===== src/design/twa_pkg.sv =====
`timescale 1ns / 1ps

package twa_pkg;

    localparam int TWA_WINDOW = 40;

    localparam int SAMPLE_W = 10;
    localparam int MEAN_W   = 18;
    localparam int PH_W     = 16;
    localparam int VREF_W   = 13;
    localparam int GAIN_W   = 14;
    localparam int OFFS_W   = 15;

    localparam int S_TDATA_W = 16;
    localparam int M_TDATA_W = 40;

    localparam int CFG_IDX_W  = 2;
    localparam int CFG_DATA_W = 15;

    localparam logic [CFG_IDX_W-1:0] CFG_VREF   = 2'd0;
    localparam logic [CFG_IDX_W-1:0] CFG_GAIN   = 2'd1;
    localparam logic [CFG_IDX_W-1:0] CFG_OFFSET = 2'd2;

    localparam logic [VREF_W-1:0] VREF_RESET   = 13'd5000;
    localparam logic [GAIN_W-1:0] GAIN_RESET   = 14'd3500;
    localparam logic [OFFS_W-1:0] OFFSET_RESET = 15'd0;

    // Trimmed sums fit in 16 bits for every window up to 64 entries.
    localparam int TRIM_W = 16;

    localparam int PROD_W       = MEAN_W + VREF_W + GAIN_W;
    localparam int SHIFT_Q8     = 18;
    localparam int MV_W         = PROD_W - SHIFT_Q8;
    localparam int MILLI_DIV    = 1000;
    localparam int MILLI_RECIP_W = 18;
    localparam logic [MILLI_RECIP_W-1:0] MILLI_RECIP =
        MILLI_RECIP_W'((longint'(1) << MV_W) / MILLI_DIV);

    typedef struct packed {
        logic              done;
        logic [TRIM_W-1:0] trimmed;
    } twa_scan_t;

    typedef struct packed {
        logic              valid;
        logic [MEAN_W-1:0] mean_q8;
        logic [PH_W-1:0]   ph_milli;
    } twa_res_t;

endpackage


===== src/design/twa_ram.sv =====
`timescale 1ns / 1ps

module twa_ram #(
    parameter int WIDTH = 10,
    parameter int DEPTH = 40
) (
    input  logic                     aclk,
    input  logic                     we,
    input  logic [$clog2(DEPTH)-1:0] addr,
    input  logic [WIDTH-1:0]         wdata,
    output logic [WIDTH-1:0]         rdata
);

    logic [WIDTH-1:0] mem [DEPTH];
    logic [WIDTH-1:0] rdata_reg;

    always_ff @(posedge aclk) begin
        if (we) begin
            mem[addr] <= wdata;
        end
        rdata_reg <= mem[addr];
    end

    assign rdata = rdata_reg;

endmodule


===== src/design/twa_scan.sv =====
`timescale 1ns / 1ps

module twa_scan #(
    parameter int WINDOW = twa_pkg::TWA_WINDOW
) (
    input  logic                          aclk,
    input  logic                          aresetn,
    input  logic                          start,
    input  logic [twa_pkg::SAMPLE_W-1:0]  sample,
    output twa_pkg::twa_scan_t            scan
);

    import twa_pkg::*;

    localparam int AW    = $clog2(WINDOW);
    localparam int SUM_W = $clog2(WINDOW * 1024);
    localparam logic [AW-1:0] LAST = AW'(WINDOW - 1);

    logic [AW-1:0]       ptr_reg;
    logic [AW-1:0]       idx_reg;
    logic                scan_reg;
    logic [WINDOW-1:0]   valid_reg;
    logic                rd_reg;
    logic                rd_first_reg;
    logic                rd_last_reg;
    logic                rd_valid_reg;
    logic                fin_reg;
    logic [SUM_W-1:0]    sum_reg;
    logic [SAMPLE_W-1:0] lo_reg;
    logic [SAMPLE_W-1:0] hi_reg;

    logic [AW-1:0]       ram_addr;
    logic [SAMPLE_W-1:0] ram_rdata;
    logic [SAMPLE_W-1:0] value;
    logic [SUM_W-1:0]    trimmed;

    assign ram_addr = scan_reg ? idx_reg : ptr_reg;

    twa_ram #(
        .WIDTH (SAMPLE_W),
        .DEPTH (WINDOW)
    ) u_ring (
        .aclk  (aclk),
        .we    (start),
        .addr  (ram_addr),
        .wdata (sample),
        .rdata (ram_rdata)
    );

    // Entries never written since reset read as zero.
    assign value = rd_valid_reg ? ram_rdata : '0;

    always_ff @(posedge aclk) begin
        if (!aresetn) begin
            ptr_reg   <= '0;
            idx_reg   <= '0;
            scan_reg  <= 1'b0;
            valid_reg <= '0;
            rd_reg    <= 1'b0;
            fin_reg   <= 1'b0;
        end else begin
            rd_reg  <= scan_reg;
            fin_reg <= rd_reg && rd_last_reg;
            if (start) begin
                valid_reg[ptr_reg] <= 1'b1;
                ptr_reg  <= (ptr_reg == LAST) ? '0 : ptr_reg + 1'b1;
                scan_reg <= 1'b1;
                idx_reg  <= '0;
            end else if (scan_reg) begin
                idx_reg <= idx_reg + 1'b1;
                if (idx_reg == LAST) begin
                    scan_reg <= 1'b0;
                end
            end
        end
    end

    always_ff @(posedge aclk) begin
        rd_first_reg <= (idx_reg == '0);
        rd_last_reg  <= (idx_reg == LAST);
        rd_valid_reg <= valid_reg[idx_reg];
        if (rd_reg) begin
            if (rd_first_reg) begin
                sum_reg <= SUM_W'(value);
                lo_reg  <= value;
                hi_reg  <= value;
            end else begin
                sum_reg <= sum_reg + SUM_W'(value);
                if (value < lo_reg) begin
                    lo_reg <= value;
                end
                if (value > hi_reg) begin
                    hi_reg <= value;
                end
            end
        end
    end

    assign trimmed      = sum_reg - SUM_W'(lo_reg) - SUM_W'(hi_reg);
    assign scan.done    = fin_reg;
    assign scan.trimmed = TRIM_W'(trimmed);

endmodule


===== src/design/twa_arith.sv =====
`timescale 1ns / 1ps

module twa_arith #(
    parameter int WINDOW = twa_pkg::TWA_WINDOW
) (
    input  logic                        aclk,
    input  logic                        aresetn,
    input  twa_pkg::twa_scan_t          scan,
    input  logic [twa_pkg::VREF_W-1:0]  vref_mv,
    input  logic [twa_pkg::GAIN_W-1:0]  ph_gain_milli,
    input  logic [twa_pkg::OFFS_W-1:0]  ph_offset_milli,
    input  logic                        take,
    output twa_pkg::twa_res_t           res
);

    import twa_pkg::*;

    localparam int N_W = TRIM_W + 8;
    localparam logic [N_W-1:0] DIV_K   = N_W'(WINDOW - 2);
    localparam logic [N_W-1:0] RECIP_N = N_W'((longint'(1) << N_W) / (WINDOW - 2));
    localparam logic [MV_W-1:0] MILLI_K = MV_W'(MILLI_DIV);
    localparam int PV_W  = MEAN_W + VREF_W;
    localparam int SUM_W = MEAN_W + 2;

    localparam logic [2:0] A_IDLE  = 3'd0;
    localparam logic [2:0] A_MUL_N = 3'd1;
    localparam logic [2:0] A_FIX_N = 3'd2;
    localparam logic [2:0] A_MUL_V = 3'd3;
    localparam logic [2:0] A_MUL_G = 3'd4;
    localparam logic [2:0] A_MUL_R = 3'd5;
    localparam logic [2:0] A_FIX_R = 3'd6;
    localparam logic [2:0] A_DONE  = 3'd7;

    logic [2:0]          state_reg;
    logic [N_W-1:0]      n_reg;
    logic [2*N_W-1:0]    prod_n_reg;
    logic [MEAN_W-1:0]   mean_reg;
    logic [PV_W-1:0]     pv_reg;
    logic [PROD_W-1:0]   pg_reg;
    logic [PROD_W-1:0]   pr_reg;
    logic [PH_W-1:0]     ph_reg;

    logic [MEAN_W-1:0]   q_est;
    logic [N_W-1:0]      q_rem;
    logic [MEAN_W-1:0]   mean_next;
    logic [MV_W-1:0]     mv;
    logic [MEAN_W-1:0]   q2_est;
    logic [MV_W-1:0]     q2_rem;
    logic [MEAN_W-1:0]   q2;
    logic signed [SUM_W-1:0] ph_sum;
    logic [PH_W-1:0]     ph_next;

    assign q_est     = prod_n_reg[N_W +: MEAN_W];
    assign q_rem     = n_reg - N_W'(N_W'(q_est) * DIV_K);
    assign mean_next = (q_rem >= DIV_K) ? q_est + 1'b1 : q_est;

    assign mv     = pg_reg[PROD_W-1:SHIFT_Q8];
    assign q2_est = pr_reg[MV_W +: MEAN_W];
    assign q2_rem = mv - MV_W'(MV_W'(q2_est) * MILLI_K);
    assign q2     = (q2_rem >= MILLI_K) ? q2_est + 1'b1 : q2_est;
    assign ph_sum = $signed({2'b00, q2})
                  + $signed({{(SUM_W-OFFS_W){ph_offset_milli[OFFS_W-1]}}, ph_offset_milli});

    always_comb begin
        if (ph_sum > $signed(SUM_W'(32767))) begin
            ph_next = 16'h7FFF;
        end else if (ph_sum < -$signed(SUM_W'(32768))) begin
            ph_next = 16'h8000;
        end else begin
            ph_next = ph_sum[PH_W-1:0];
        end
    end

    always_ff @(posedge aclk) begin
        if (!aresetn) begin
            state_reg <= A_IDLE;
        end else begin
            unique case (state_reg)
                A_IDLE:  if (scan.done) state_reg <= A_MUL_N;
                A_MUL_N: state_reg <= A_FIX_N;
                A_FIX_N: state_reg <= A_MUL_V;
                A_MUL_V: state_reg <= A_MUL_G;
                A_MUL_G: state_reg <= A_MUL_R;
                A_MUL_R: state_reg <= A_FIX_R;
                A_FIX_R: state_reg <= A_DONE;
                A_DONE:  if (take) state_reg <= A_IDLE;
                default: state_reg <= A_IDLE;
            endcase
        end
    end

    always_ff @(posedge aclk) begin
        if (state_reg == A_IDLE && scan.done) begin
            n_reg <= {scan.trimmed, 8'h00};
        end
        if (state_reg == A_MUL_N) begin
            prod_n_reg <= (2*N_W)'(n_reg) * (2*N_W)'(RECIP_N);
        end
        if (state_reg == A_FIX_N) begin
            mean_reg <= mean_next;
        end
        if (state_reg == A_MUL_V) begin
            pv_reg <= PV_W'(mean_reg) * PV_W'(vref_mv);
        end
        if (state_reg == A_MUL_G) begin
            pg_reg <= PROD_W'(pv_reg) * PROD_W'(ph_gain_milli);
        end
        if (state_reg == A_MUL_R) begin
            pr_reg <= PROD_W'(mv) * PROD_W'(MILLI_RECIP);
        end
        if (state_reg == A_FIX_R) begin
            ph_reg <= ph_next;
        end
    end

    assign res.valid    = (state_reg == A_DONE);
    assign res.mean_q8  = mean_reg;
    assign res.ph_milli = ph_reg;

endmodule


===== src/design/ph_trimmed_window_average.sv =====
`timescale 1ns / 1ps

// Trimmed moving-window average of pH probe samples.
// The slave channel takes one 10-bit converter sample per transaction. Each
// sample is written into a ring of WINDOW entries held in a single-port RAM;
// the ring is then read back one entry per cycle while a sum, a minimum and
// a maximum are accumulated. The sum less one minimum and one maximum is
// divided by WINDOW-2 and scaled to thousandths of pH in a short multiply
// sequence. The master channel returns one transaction per sample carrying
// the mean in Q8 counts and the saturated pH value.
// The result follows the ring read-back through the one RAM port and the
// arithmetic steps: reciprocal multiply and fix-up for the mean, Vref and
// gain multiplies, then milli reciprocal multiply and fix-up for pH. One
// sample is in flight at a time: s_tready is low until its result is taken.
// A finished result waits in the output register while the next sample is
// accepted; if the receiver stalls for longer, the arithmetic holds its
// result and s_tready stays low until the output register is free.
// Reset clears the ring valid flags, the write pointer and handshake state,
// and loads the default calibration. Configuration writes are taken on any
// cycle with cfg_wr_en high and must occur only while the block is idle.
module ph_trimmed_window_average #(
    parameter int WINDOW = twa_pkg::TWA_WINDOW
) (
    input  logic                             aclk,
    input  logic                             aresetn,
    input  logic                             s_tvalid,
    output logic                             s_tready,
    input  logic [twa_pkg::S_TDATA_W-1:0]    s_tdata,   // [9:0] adc_sample
    output logic                             m_tvalid,
    input  logic                             m_tready,
    output logic [twa_pkg::M_TDATA_W-1:0]    m_tdata,   // [17:0] mean_q8, [33:18] ph_milli
    input  logic                             cfg_wr_en,
    input  logic [twa_pkg::CFG_IDX_W-1:0]    cfg_index,
    input  logic [twa_pkg::CFG_DATA_W-1:0]   cfg_wdata
);

    import twa_pkg::*;

    logic [VREF_W-1:0] vref_reg;
    logic [GAIN_W-1:0] gain_reg;
    logic [OFFS_W-1:0] offset_reg;

    logic              busy_reg;
    logic              m_tvalid_reg;
    logic [MEAN_W-1:0] mean_out_reg;
    logic [PH_W-1:0]   ph_out_reg;

    logic              accept;
    logic              take;
    twa_scan_t         scan;
    twa_res_t          res;

    assign s_tready = !busy_reg;
    assign accept   = s_tvalid && s_tready;
    assign take     = res.valid && (!m_tvalid_reg || m_tready);

    always_ff @(posedge aclk) begin
        if (!aresetn) begin
            vref_reg   <= VREF_RESET;
            gain_reg   <= GAIN_RESET;
            offset_reg <= OFFSET_RESET;
        end else if (cfg_wr_en) begin
            unique case (cfg_index)
                CFG_VREF:   vref_reg   <= cfg_wdata[VREF_W-1:0];
                CFG_GAIN:   gain_reg   <= cfg_wdata[GAIN_W-1:0];
                CFG_OFFSET: offset_reg <= cfg_wdata[OFFS_W-1:0];
                default:    ;
            endcase
        end
    end

    twa_scan #(
        .WINDOW (WINDOW)
    ) u_scan (
        .aclk    (aclk),
        .aresetn (aresetn),
        .start   (accept),
        .sample  (s_tdata[SAMPLE_W-1:0]),
        .scan    (scan)
    );

    twa_arith #(
        .WINDOW (WINDOW)
    ) u_arith (
        .aclk            (aclk),
        .aresetn         (aresetn),
        .scan            (scan),
        .vref_mv         (vref_reg),
        .ph_gain_milli   (gain_reg),
        .ph_offset_milli (offset_reg),
        .take            (take),
        .res             (res)
    );

    always_ff @(posedge aclk) begin
        if (!aresetn) begin
            busy_reg     <= 1'b0;
            m_tvalid_reg <= 1'b0;
        end else begin
            if (accept) begin
                busy_reg <= 1'b1;
            end else if (take) begin
                busy_reg <= 1'b0;
            end
            if (take) begin
                m_tvalid_reg <= 1'b1;
            end else if (m_tready) begin
                m_tvalid_reg <= 1'b0;
            end
        end
    end

    always_ff @(posedge aclk) begin
        if (take) begin
            mean_out_reg <= res.mean_q8;
            ph_out_reg   <= res.ph_milli;
        end
    end

    assign m_tvalid = m_tvalid_reg;
    assign m_tdata  = {{(M_TDATA_W-MEAN_W-PH_W){1'b0}}, ph_out_reg, mean_out_reg};

endmodule


===== config.mk =====
export PLATFORM = sky130hd
export DESIGN_NAME = ph_trimmed_window_average
export DESIGN_NICKNAME = d
export VERILOG_FILES = /design/src/design/twa_pkg.sv /design/src/design/twa_ram.sv /design/src/design/twa_scan.sv /design/src/design/twa_arith.sv /design/src/design/ph_trimmed_window_average.sv
export SDC_FILE = /design/constraint.sdc
export NUM_CORES = 2
export LEC_CHECK = 0
export ABC_AREA = 1
export BUFFER_PORTS_ARGS = -buffer_cell sky130_fd_sc_hd__buf_4
export CORE_MARGIN = 2
export CORE_UTILIZATION = 57
export CTS_CLUSTER_DIAMETER = 150
export DETAILED_ROUTE_END_ITERATION = 16
export GPL_ROUTABILITY_DRIVEN = 0
export PLACE_DENSITY = 0.76
export SYNTH_ARGS = -nofsm -noshare
export SYNTH_HDL_FRONTEND = slang
export SYNTH_SLANG_ARGS = --single-unit

===== constraint.sdc =====
create_clock -name aclk -period 9.9 [get_ports aclk]
set_input_delay 0 -clock aclk [delete_from_list [all_inputs] [get_ports aclk]]
set_output_delay 0 -clock aclk [all_outputs]
set_load 0.02 [all_outputs]

Word-level counts from Yosys, hierarchy flattened
Memory sizes are Yosys's and may differ from the RTL's. A register that Yosys moved wholly into a read port is not among the register bits. Cells that the tools add are included.

Register bits after elaboration: 388. Bits in writable memories: 400. Input bits: 38. Memories kept: 1.

Memories: u_scan.u_ring.mem (depth 40, width 10, read ports 1, clocked after Yosys merged registers in 1, wr ports 1, line twa_ram.sv:14) `logic [WIDTH-1:0] mem [DEPTH];`.

$add $sub $neg: 10. Multiply operators: 6. $lt $le $gt $ge: 9. Equality and inequality tests: 13. Muxes and demuxes: 27. Bitwise gates (word level): 2. Reductions and logical operators: 22.

Operator list (count): 10-bit two-way mux (6); 27-bit by 18-bit multiplier with 45-bit output (second input constant) (1); 31-bit by 14-bit multiplier with 45-bit output (1); 40-bit OR (1); 18-bit by 1-bit adder with 18-bit output (second input constant) (2); 18-bit two-way mux (2); 16-bit by 19-bit multiplier with 34-bit output (second input constant) (1); 16-bit by 10-bit subtractor with 16-bit output (2); 18-bit by 13-bit multiplier with 31-bit output (1); 27-bit by 10-bit >= comparator with 1-bit output (second input constant) (1); 27-bit subtractor (1); 24-bit by 6-bit >= comparator with 1-bit output (second input constant) (1); 18-bit by 7-bit multiplier with 24-bit output (second input constant) (1); 3-bit case mux with 8 select lines (1); 24-bit subtractor (1); 18-bit by 5-bit multiplier with 23-bit output (second input constant) (1); 19-bit by 15-bit adder with 20-bit output (1); 20-bit by 16-bit > comparator with 1-bit output (second input constant) (1); 20-bit by 16-bit < comparator with 1-bit output (second input constant) (1); 16-bit by 10-bit adder with 16-bit output (1); 16-bit two-way mux (1); 6-bit by 7-bit < comparator with 1-bit output (second input constant) (2); 6-bit by 1-bit adder with 6-bit output (second input constant) (2); 3-bit == test (second input constant) (4); other kinds (24) (52).

Logic depth before layout (Yosys ltp)
Depth after elaboration: 7. Depth in mapped cells: 51.

Hierarchy
A second synthesis with hierarchy kept.

Cell total of the unflattened synthesis: 8294. Area, all modules: 71652.5 um^2.

Modules (own cells, without submodules): twa_arith (times used 1, cells each 5720, area an instance 46229.3 um^2, sequential area each 4384.2 um^2); twa_ram (times used 1, cells each 1541, area an instance 16809.9 um^2, sequential area each 12211.7 um^2); twa_scan (times used 1, cells each 779, area an instance 5824.3 um^2, sequential area each 2242.2 um^2); ph_trimmed_window_average (times used 1, cells each 254, area an instance 2788.9 um^2, sequential area each 1901.8 um^2).

Least setup slack after synthesis
OpenSTA, ideal clock, no wires.

Path kind: reg2reg. From: register u_arith.pr_reg[33]. To: register u_arith.ph_reg[8], data pin. Setup time: 0.256 ns. Data arrival time: 7.659 ns. Data required time: 9.644 ns. Path slack: 1.985 ns. Stages on the path, launching flop included: 47. Buffers on the path: 1. Clock period less this slack: 7.915 ns. Path through: edfxtp_1 > inv_1 > fa_1 > fa_1 > fa_1 > fa_1 > inv_1 > ha_1 > nand2_1 > nor2_1 > o21ai_0 > o211ai_1 > nor2_1 > o21ai_0 > a31oi_1 > o21ai_0 > xnor2_1 > ha_1 > [... 11 more ...] > nor2_1 > xor2_1 > ha_1 > inv_1 > fa_1 > inv_1 > a21oi_1 > o21ai_0 > nand4_1 > nand2_1 > nand2_1 > nand2_1 > nor2_1 > nand3_1 > nand2_1 > buf_4 > nand2_1 > nand2_1.

Word-level cells in the longest chain between the ends: 7. Elaborated cells between the ends (all ways): 9. Those cells by class: add/sub (3); mul (1); order compare (3); mux (2).

RTL lines: start: declaration (line twa_arith.sv:40) `logic [PROD_W-1:0] pr_reg;`; start signal: assignment (line twa_arith.sv:109) `pr_reg <= PROD_W'(mv) * PROD_W'(MILLI_RECIP);`; 18-bit by 7-bit multiplier with 24-bit output (line twa_arith.sv:59) `assign q2_rem = mv - MV_W'(MV_W'(q2_est) * MILLI_K);`; 27-bit subtractor (line twa_arith.sv:59); 27-bit by 10-bit >= comparator with 1-bit output (line twa_arith.sv:60) `assign q2 = (q2_rem >= MILLI_K) ? q2_est + 1'b1 : q2_est;`; 18-bit two-way mux * (line twa_arith.sv:60); 19-bit by 15-bit adder with 20-bit output * (line twa_arith.sv:62) `+ $signed({{(SUM_W-OFFS_W){ph_offset_milli[OFFS_W-1]}}, ph_offset_milli});`; 20-bit by 16-bit < comparator with 1-bit output (line twa_arith.sv:67) `end else if (ph_sum < -$signed(SUM_W'(32768))) begin`; 16-bit two-way mux (line twa_arith.sv:67); end signal: assignment (line twa_arith.sv:112) `ph_reg <= ph_next;`; end: declaration (line twa_arith.sv:41) `logic [PH_W-1:0] ph_reg;`.

Mark *: on every way between the ends. The rest lies on a longest branch, timed or not. A chain may end at the register's enable or synchronous reset.

Worst setup path after layout
From: register u_arith.pr_reg[32]. To: register u_arith.ph_reg[6], data pin.

Same word-level chain as after synthesis.

==> flow_summary.toml <==
[status]
run_status = "finished, final reports clean"

[worst_setup_path]
timing.critical_path.slowest_cell_delay_ns = 0.55
path_max_fanout = 15
critical_path_required_ns = 10.32
worst_path_most_repeated_cell = "sky130_fd_sc_hd__nand2_1"
worst_setup_path_end_kind = "flop"
worst_setup_path_start_kind = "flop"
critical_path_class = "flop to flop"
worst_path_max_delay_cell = "sky130_fd_sc_hd__fa_1"
cp.arrival_ns = 9.61

[clocking]
cts_made_buffers = 77
clk_latency_ns = 0.72
clkSlewWorstSetupHoldPaths_ns = 0.07
cts-htree-levels = 3
cts_tree = "yes"
post-cts-setup-buffers = 0
ctsRootBufferMaster = "sky130_fd_sc_hd__clkbuf_16"
cts-root-to-sink-buffers = 3
clock_sinks = 729

[die]
io_pins = 80
fp.dieArea_sq_um = 124600
floorplan.initialDensity_pct = 57.24
rows = 128
core_area_sq_um = 121200
die_x_um = 352.9
die_h_um = 352.9

[detailed_routing]
routed-via-count = 52720
postRouteAntennaNets = 0
wl_per_cell_um = 18.42
initialDrtViolationCount = 4660
via_per_inst = 5.660
detail_route.drc_violations = 0
first_pass_iters = 8
detail_route.wirelength_um = 171600

[power]
sequentialPowerShare_pct = 24.9
total_switching_power_w = 0.006891
pwr-share-comb_pct = 55.6
p_leak_nw = 35.88
power.ir.vdd_worst_mv = 0.3155
cellInternalPower_w = 0.008439
fin_total_pwr_w = 0.01533
p_per_area_nw_per_um2 = 205.6
power.share.switching_pct = 44.95
power.clock.fraction_pct = 19.5

[synth]
ys_warn_count = 0
yosys-top-cells-area = "sky130_fd_sc_hd__edfxtp_1 (27%), sky130_fd_sc_hd__fa_1 (23%), sky130_fd_sc_hd__ha_1 (13%)"
postSynth.asyncResetShare_pct = 0
xor_and_xnor_area_share_after_synthesis_pct = 2.612
synth_largest_type_area_fraction_pct = 26.57
synthMuxAreaShare_pct = 0
ys_dominant_reg_cell = "sky130_fd_sc_hd__edfxtp_1"
yosys_register_bits = 729
synth_edf_count = 614
synth-compound-area-share_pct = 7.698
ys_seq_area_share_pct = 29.88
simple_gate_fraction_of_synth_area_pct = 14.68
post_synth_instance_area_sq_um = 69400
yosys.area.top_type = "sky130_fd_sc_hd__edfxtp_1"
postSynthCellCount = 7591
synth_fa_ha_area_share_pct = 35.20
syn_area_per_cell_sq_um = 9.142
post_synth_num_cell_types = 67
largest_family_of_logic_cells_by_synthesized_area = "adder cells"

[sta]
hold_violations = 0
timing_worst_slew_pin_value_ns = 1.301
fmax_mhz = 108.8
grt_setup_unrepaired = "no"
report.final.setup_viol = 0
clock_skew_ns = 0.04583
setup_tns_ns = 0
layout_min_cycle_time_ns = 9.191
final_min_period_over_clock_period_pct = 92.84
timing.final.max_slew_violations = 0
hold_ws_ns = 0.1575
timing.max_slew.rel_slack_pct = 12.95

[final_layout]
area_growth_syn_to_layout_pct = 7.428
antenna_cells = 0
layout.cell_area.non_filler_sq_um = 74560
final_util_pct = 61.50
max_ffs_per_register = 400
drive_gt1_share_pct = 4.057
finalNetCount = 9149
final_common_cell = "sky130_fd_sc_hd__nand2_1"
most_frequent_cells_in_the_layout = "sky130_fd_sc_hd__nand2_1 (1627), sky130_fd_sc_hd__inv_1 (1586), sky130_fd_sc_hd__fa_1 (781), sky130_fd_sc_hd__ha_1 (703), sky130_fd_sc_hd__edfxtp_1 (614)"

[global_route]
via_count_of_the_first_global_routing_pass = 53980
initial_antenna_violation_count = 2
grtUsageTotal_pct = 27.92
grt_first_pass_wirelength_um = 279000
pin_count_of_the_biggest_net_entering_global_routing = 52
grt_overflow = 0

[place]
detailed_place.area_sq_um = 71450
place.port_buffers = 67
detailed_place_hpwl_um = 129500

[min_path]
worst_min_delay_path_category = "input pin to flop"

[job]
maxCapViolCount = 0
## layout make-up
type                            count  area, sq um
Sequential cell                   729        20740
Multi-Input combinational cell   5061        41860
Clock buffer                       89         2046
Timing Repair Buffer              154         1274
Inverter                         1604         6025
Clock inverter                     53        574.3
Tap cell                         1625         2033
Fill cell                        9841        46680
## power groups by stage
stage	Clock, W	Combinational, W	Sequential, W
after floorplan	0	0.00619	0.00381
after global placement	0	0.00816	0.00388
after detailed placement	0	0.00834	0.00388
after CTS	0.00302	0.00844	0.00382
after global routing	0.00313	0.00959	0.00383
final	0.00299	0.00852	0.00382
## metrics by stage
stage               instances  worst slack (ns)
floorplan                7596             1.985
global placement         9126            0.8386
detailed placement       9126            0.5775
CTS                      9315            0.4913
global route             9315           0.04761
finish                   9315            0.7089
## cell usage after synthesis, drive strengths merged (9+ instances only)
cell	number
nand2	1641
clkbuf	154
o21a	22
a21oi	383
nor3	69
o21bai	19
xnor2	67
a22oi	66
a21o	20
nand3	202
o211ai	11
xor2	140
o21ai	242
ha	703
edfxtp	614
nand4	105
a31oi	36
nor4	20
fa	781
o31ai	9
nor2	400
inv	1600
a22o	12
buf	48
a221oi	46
a21boi	11
dfxtp	115
## routing by layer
layer,up-vias,wire length [um],track usage (%)
li1,24260,-,-
met1,25710,68770,36.90
met2,2306,81970,46.48
met3,441,14110,4.351
met4,2,6747,10.74
met5,-,12,0
## worst max-delay path, delay by kind of cell, from the launching register on
family                   cells  cell delay, ns
AO/OA/AOI/OAI                6            1.21
adder cells (fa/ha/maj)      7            3.24
AND/OR/NAND/NOR             23            3.04
flip-flops                   1            0.44
buffers and inverters        5            0.63
XOR/XNOR                     2            0.35
## worst paths after layout
kind	from	to	slack (ns)	depth (start not counted)
max	u_arith.pr_reg[32]	u_arith.ph_reg[6]	0.71	43
min	cfg_wdata[12]	gain_reg[12]	0.16	4
min reg2reg	u_arith.ph_reg[12]	ph_out_reg[12]	0.42	0
max reg2reg	u_arith.pr_reg[32]	u_arith.ph_reg[6]	0.71	43
## repair_timing
action,in CTS,in global routing
endpoints found under the hold margin,453,0
endpoints found under the setup margin,0,15
hold buffers,47,0
resized for setup,0,7
## cell families (layout without fill, tap and decap cells)
kind of cell    Yosys count  count (layout)
fa+ha+maj              1484            1484
xor+xnor                207             207
flops                   729             729
compound gates          909             909
other cells               1               6
buf+inv                1806            1900
simple gates           2455            2455
No activity file was read; power rests on OpenSTA's default activity.
